--- src/hdl/swa_pkg.sv ---
// ----------------------------------------------------------------------------
// swa_pkg
// Shared types and constants for the sliding-window average core: parameter
// defaults, register widths, sequencer states and divider control bundles.
// ----------------------------------------------------------------------------
package swa_pkg;

   // Parameter defaults
   localparam int MAX_WINDOW_DEF    = 256;
   localparam int SAMPLE_BITS_DEF   = 32;
   localparam int FRACTION_BITS_DEF = 16;

   // Width of the window register and of the fill count (fixed by the ports)
   localparam int COUNT_BITS = 9;

   // Sequencer states
   typedef enum logic [2:0] {
      ST_IDLE,
      ST_UPDATE,
      ST_SCALE,
      ST_DIVIDE,
      ST_DELIVER
   } swa_state_type;

   // Divider control from the sequencer
   typedef struct packed {
      logic start;
   } div_ctrl_type;

   // Divider status back to the sequencer
   typedef struct packed {
      logic busy;
      logic done;
   } div_stat_type;

endpackage

--- src/hdl/swa_div.sv ---
// ----------------------------------------------------------------------------
// swa_div
// Radix-2 restoring divider: one quotient bit per cycle through a single
// shared subtract-and-compare unit. Unsigned dividend, nonzero divisor.
// ----------------------------------------------------------------------------
module swa_div #(
   parameter int DIV_BITS = 56
) (
   input  logic                             clock,
   input  logic                             reset,
   input  swa_pkg::div_ctrl_type            ctrl,
   input  logic [DIV_BITS-1:0]              dividend,
   input  logic [swa_pkg::COUNT_BITS-1:0]   divisor,
   output swa_pkg::div_stat_type            stat,
   output logic [DIV_BITS-1:0]              quotient
);

   localparam int CNT_BITS = $clog2(DIV_BITS + 1);
   localparam int RB       = swa_pkg::COUNT_BITS;

   logic [DIV_BITS-1:0] quo_ff, quo_in;
   logic [RB-1:0]       rem_ff, rem_in;
   logic [RB-1:0]       dsr_ff;
   logic [CNT_BITS-1:0] cnt_ff, cnt_in;
   logic                busy_ff, busy_in;
   logic                done_ff, done_in;

   logic [RB:0]         rem_shift;
   logic [RB:0]         diff;
   logic                fits;

   // Shared subtract-and-compare step
   always_comb begin
      rem_shift = {rem_ff, quo_ff[DIV_BITS-1]};
      diff      = rem_shift - {1'b0, dsr_ff};
      fits      = (rem_shift >= {1'b0, dsr_ff});
   end

   // Next-state of the iteration registers
   always_comb begin
      quo_in  = quo_ff;
      rem_in  = rem_ff;
      cnt_in  = cnt_ff;
      busy_in = busy_ff;
      done_in = 1'b0;
      if (ctrl.start) begin
         quo_in  = dividend;
         rem_in  = '0;
         cnt_in  = CNT_BITS'(DIV_BITS);
         busy_in = 1'b1;
      end else if (busy_ff) begin
         quo_in = {quo_ff[DIV_BITS-2:0], fits};
         rem_in = fits ? diff[RB-1:0] : rem_shift[RB-1:0];
         cnt_in = cnt_ff - CNT_BITS'(1);
         if (cnt_ff == CNT_BITS'(1)) begin
            busy_in = 1'b0;
            done_in = 1'b1;
         end
      end
   end

   // Control registers
   always_ff @(posedge clock) begin
      if (reset) begin
         busy_ff <= 1'b0;
         done_ff <= 1'b0;
         cnt_ff  <= '0;
      end else begin
         busy_ff <= busy_in;
         done_ff <= done_in;
         cnt_ff  <= cnt_in;
      end
   end

   // Datapath registers
   always_ff @(posedge clock) begin
      quo_ff <= quo_in;
      rem_ff <= rem_in;
      if (ctrl.start) begin
         dsr_ff <= divisor;
      end
   end

   assign stat.busy = busy_ff;
   assign stat.done = done_ff;
   assign quotient  = quo_ff;

endmodule

--- config.mk ---
export PLATFORM = sky130hd
export DESIGN_NAME = swa_div
export DESIGN_NICKNAME = d
export VERILOG_FILES = /design/src/hdl/swa_pkg.sv /design/src/hdl/swa_div.sv
export SDC_FILE = /design/constraint.sdc
export NUM_CORES = 1
export LEC_CHECK = 0
export ABC_CLOCK_PERIOD_IN_PS = 4200
export CORE_MARGIN = 4
export CORE_UTILIZATION = 60
export CTS_CLUSTER_DIAMETER = 30
export DETAILED_ROUTE_END_ITERATION = 12
export DONT_BUFFER_PORTS = 1
export MAX_ROUTING_LAYER = met4
export PLACE_DENSITY_LB_ADDON = 0.3
export SLEW_MARGIN = 0
export SYNTH_ARGS = -nofsm -noshare
export SYNTH_HDL_FRONTEND = slang
export SYNTH_SLANG_ARGS = --single-unit
--- constraint.sdc ---
create_clock -name clock -period 4.2 [get_ports clock]
set_clock_uncertainty 0.15 [all_clocks]
set_input_delay 0.84 -clock clock [delete_from_list [all_inputs] [get_ports clock]]
set_output_delay 0.84 -clock clock [all_outputs]
set_load 0.01 [all_outputs]
# Word-level counts from Yosys, hierarchy flattened
# Index checks and enable logic that the tools add are counted.
dict set report word_totals {
  reg_bits 82
  rom_bits 0
  wordCells 24
  n_memories 0
  in_bits 68
  ramBits 0
  latch_bits 0
}
dict set report op_classes {
  muxes 9
  n_lt_le_gt_ge 1
  addsub 2
  div_mod_pow 0
  n_bitwise 1
  n_mul 0
  n_shift 0
  n_reduce_logical 3
  eq_ne 1
}
# cell count
set op_table {}
lappend op_table {{56-bit two-way mux} 2}
lappend op_table {{6-bit two-way mux} 2}
lappend op_table {{10-bit by 9-bit greater-or-equal comparator with 1-bit output} 1}
lappend op_table {{9-bit two-way mux} 1}
lappend op_table {{9-bit subtractor} 1}
lappend op_table {{6-bit by 1-bit == test with 1-bit output (second input constant)} 1}
lappend op_table {{6-bit by 1-bit subtractor with 6-bit output (second input constant)} 1}
lappend op_table {{1-bit two-way mux} 4}
lappend op_table {{3-bit OR reduction} 1}
lappend op_table {{2-bit nonzero test} 1}
lappend op_table {{2-bit OR reduction} 1}
lappend op_table {{1-bit inverter} 1}

# Depth between registers and ports, before layout
dict set report logic_depth {
  word_depth 4
  mapped_depth 10
  mapped_depth_nobuf 9
}

# Worst setup path after synthesis
# OpenSTA, ideal clock, no wires.
dict set report synth_timing {
  path_kind {input to register}
  startpoint {input ctrl}
  endpoint {register quo_ff[0], in the netlist quotient[0], enable pin}
  stages 4
  setup_time_ns 0.410
  t_arrival_ns 2.656
  required_ns 3.640
  setup_slack_ns 0.984
  path_cell_list {clkbuf_1 clkbuf_1 nor2_1 inv_1}
}
dict set report synth_via {
  elab_chain_len 1
}
# element line
set synth_rtl {}
lappend synth_rtl {{start, declared} swa_div.sv:11} ;# input swa_pkg::div_ctrl_type ctrl,
lappend synth_rtl {{2-bit nonzero test (no source line)} -}
lappend synth_rtl {{end signal, assigned} swa_div.sv:77} ;# quo_ff <= quo_in;
lappend synth_rtl {{end, declared} swa_div.sv:21} ;# logic [DIV_BITS-1:0] quo_ff, quo_in;
# Every way passes these cells.
# A chain may end at the register's enable or synchronous reset.

# Worst setup path after layout
dict set report layout_timing {
  startpoint {register quo_ff[55], in the netlist quotient[55]}
  endpoint {register rem_ff[1]}
}
dict set report layout_via {
  elab_chain_len 2
  elab_cells_between_ends 3
  classes_between {add/sub: 1; order compare: 1; mux: 1}
}
# element line
set layout_rtl {}
lappend layout_rtl {{9-bit subtractor or 10-bit by 9-bit greater-or-equal comparator with 1-bit output (tied branches)} {swa_div.sv:35, swa_div.sv:36}}
lappend layout_rtl {{9-bit two-way mux (*)} swa_div.sv:53} ;# rem_in = fits ? diff[RB-1:0] : rem_shift[RB-1:0];
lappend layout_rtl {{end signal, assigned} swa_div.sv:78} ;# rem_ff <= rem_in;
lappend layout_rtl {{end, declared} swa_div.sv:22} ;# logic [RB-1:0] rem_ff, rem_in;
# Mark *: on every way between the ends. The rest lies on a longest branch, timed or not.

==> run metrics <==
final setup fails 0; Wirelength per Cell 20.3 um; leakage power total 1.47 nW; share of power burned in registers 60.4%; RSZ-0062 raised after global routing no; routed vias 2095; Max Clk Rate 359 MHz; initial antenna violation count 0; compound-gate portion of the synthesized area 7.64%; post-route antenna net violation count 0; buffer and inverter count on the worst path 2; Yosys top cell area share 50.9%; Top cell by count, worst path inv_1; vias in the first global route 2230; most frequent cells in the layout 65 x edfxtp_1, 56 x mux2_2, 19 x nor2_1; Bufs on Longest Clock Path 2; Layout area overhead 5.29%; Post-Route WL 7.13 mm; area leader, netlist edfxtp_1; status completed; critical path capture point type flop; Ys Warns 0; sequential-to-total area share from yosys stat 59.8%; Hold/Removal Path Class reg2reg; Slowest-stage cell, CP edfxtp_1; Hold Fails Final Rpt 0; Net Sw Frac 26.2%; Layout Nets 351; P_int 1.28 mW; clock-pin transition on the worst setup and hold timing paths 0.08 ns; Adder-Cell Fraction of Synth Area 4.11%; Max FO, Critical Path 14; DP Area 3870 um^2; slowest stage delay, CP 0.48 ns; Starting Density 63.2%; largest net degree at the start of global routing 81; top post-synthesis cells by area edfxtp_1 51%, mux2_2 16%, dfxtp_1 8.9%; std cell rows 28; die width 87.9 um; DP Wirelength 4.87 mm; Final TNS setup 0 ns; main flop type after synthesis edfxtp_1; gpl congestion 0.844; final hold slack 0.332 ns; XOR/XNOR Fraction of Synth Area 2.06%; htree depth 3; #FFs+latches synth 82; GRT Overall Usage 19.9%; worst-margin pin slew 1.14 ns; Pwr Density 431 nW/um^2; antenna cells 0; first-pass GRT wire length 11.4 mm; critical path launch point type flop; port bufs 0; post-synthesis simple-gate area fraction 5.75%; Period minus WS final 2.79 ns; Vias/cell 5.97; net switching power 0.456 mW; CTS sink cnt 82; hold path depth 2; Tot Pwr 1.74 mW; DR DRC count 0; distinct cell type count after synthesis 47; Worst EP required 4.30 ns; Slew Limit Headroom 23.9%; Post-synth EDFFs 65; mux contribution to synthesized area 17.5%; fin util 66.6%; share of layout cells above drive strength 1 29.0%; Starting DRT DRC Count 130; peak supply drop 0.322 mV; main combinational cell family by area after synthesis multiplexers; I/O Pins 126; cts repair resizes 0; grt ovf 0; Mapped Nets 353; CTS hold repair buffers 0; Mapped Area 3830 um^2; gate count of the mapped netlist 273; Die Height 87.9 um; Clk Latency, worst-skew pair 0.34 ns; total CTS buffers 9; die area 7730 um^2; Crit Path Category reg2reg; sequence of cells on the critical path inv_1 > ha_1 > inv_1 > fa_1 > a211oi_2 > o21ai_2 > a31oi_4 > mux2i_1 > a211oi_1; Core ar. 6060 um^2; Syn Area/Cell 14.0 um^2; Worst R2R Path Depth 9; Comb pwr share 11.0%; Arr. time, crit path 2.89 ns; crit share post-route 66.4%; CTS tree built; Final Slew Violations 0; total stage count of the critical path 9; commonest non-fill, non-tap cell in the layout edfxtp_1; Final Cell Area 4040 um^2; crit-path leading delay family compound AO/OA/AOI/OAI gates; root buf cell clkbuf_8; Clk pwr share 28.6%; post-CTS setup buffers 0; Pre-antenna DRT Iters 4; async set or reset register ratio after synthesis 0%; Max-Cap Viols 0
-- path summary, 6_finish.rpt --
check	startpoint	to	slack (ns)
worst min register to register	rem_ff[8]	rem_ff[8]	0.33
worst min-delay path	rem_ff[8]	rem_ff[8]	0.33
worst max register to register	quotient[55]	rem_ff[1]	1.41
worst max-delay path	quotient[55]	rem_ff[1]	1.41
-- cells by family (layout without fill, tap and decap cells) --
family / Yosys count / after routing
buffers and inverters: 28 / 31
muxes: 60 / 60
AOI/OAI and AO/OA: 35 / 35
and+or+nand+nor: 47 / 47
xor gates and xnor gates: 9 / 9
DFF: 82 / 82
adders and majority gates: 12 / 12
-- sequential cells by signal, summed over array words and instances, names as in the netlist --
register,count
done_ff,1
cnt_ff,6
dsr_ff,9
quotient,56
busy_ff,1
rem_ff,9
-- stage by stage --
stage	instances	worst slack, ns
after floorplan	273	0.984
after global placement	335	1.58
after detailed placement	335	1.41
after CTS	351	1.38
after global routing	351	1.19
final	351	1.41
-- layer usage --
| metal | wire [um] | track usage, % | up-vias | share of wire, % |
|---|---|---|---|---|
| met3 | 680 | 10.3 | 10 | 9.5 |
| li1 | - | - | 1010 | - |
| met4 | 103 | 5.44 | 0 | 1.4 |
| met2 | 3450 | 28.6 | 91 | 48 |
| met5 | 0 | - | - | 0 |
| met1 | 2900 | 24.7 | 984 | 41 |
-- synth_stat cells (3+ instances only) --
cell type / instances
ha_1: 11
nor3_1: 6
inv_1: 14
o21ai_0: 7
a21oi_1: 3
mux2_2: 56
clkbuf_1: 9
xor2_1: 6
o31ai_1: 3
mux2i_1: 4
dfxtp_1: 17
nand2_1: 10
nor2_1: 19
edfxtp_1: 65
xnor2_1: 3
-- layout make-up --
cell class | instances | area [um^2]
inverters | 14 | 52.6
multi-input cells | 163 | 1420
fillers | 448 | 2030
flip-flops and latches | 82 | 2290
clock buffers | 10 | 128
clock inverters | 6 | 41.3
well taps | 75 | 93.8
repair buffers | 1 | 7.51
-- power by group through the flow --
stage          clock network (mW)  logic [mW]  registers [mW]
3_5_place_dp                    0       0.192            1.07
6_report                    0.497       0.192            1.05
3_3_place_gp                    0       0.187            1.07
4_1_cts                     0.517       0.193            1.05
2_1_floorplan                   0       0.176            1.05
5_1_grt                     0.554       0.216            1.06
-- worst register-to-register path, delay by kind of cell, from the launching register on --
| family | cells | cell delay [ns] |
|---|---|---|
| AOI/OAI and AO/OA | 4 | 1.16 |
| adders and majority gates | 2 | 0.62 |
| buffers and inverters | 2 | 0.16 |
| DFF | 1 | 0.48 |
| muxes | 1 | 0.14 |
Note: power is estimated with default switching activity, not from simulation.
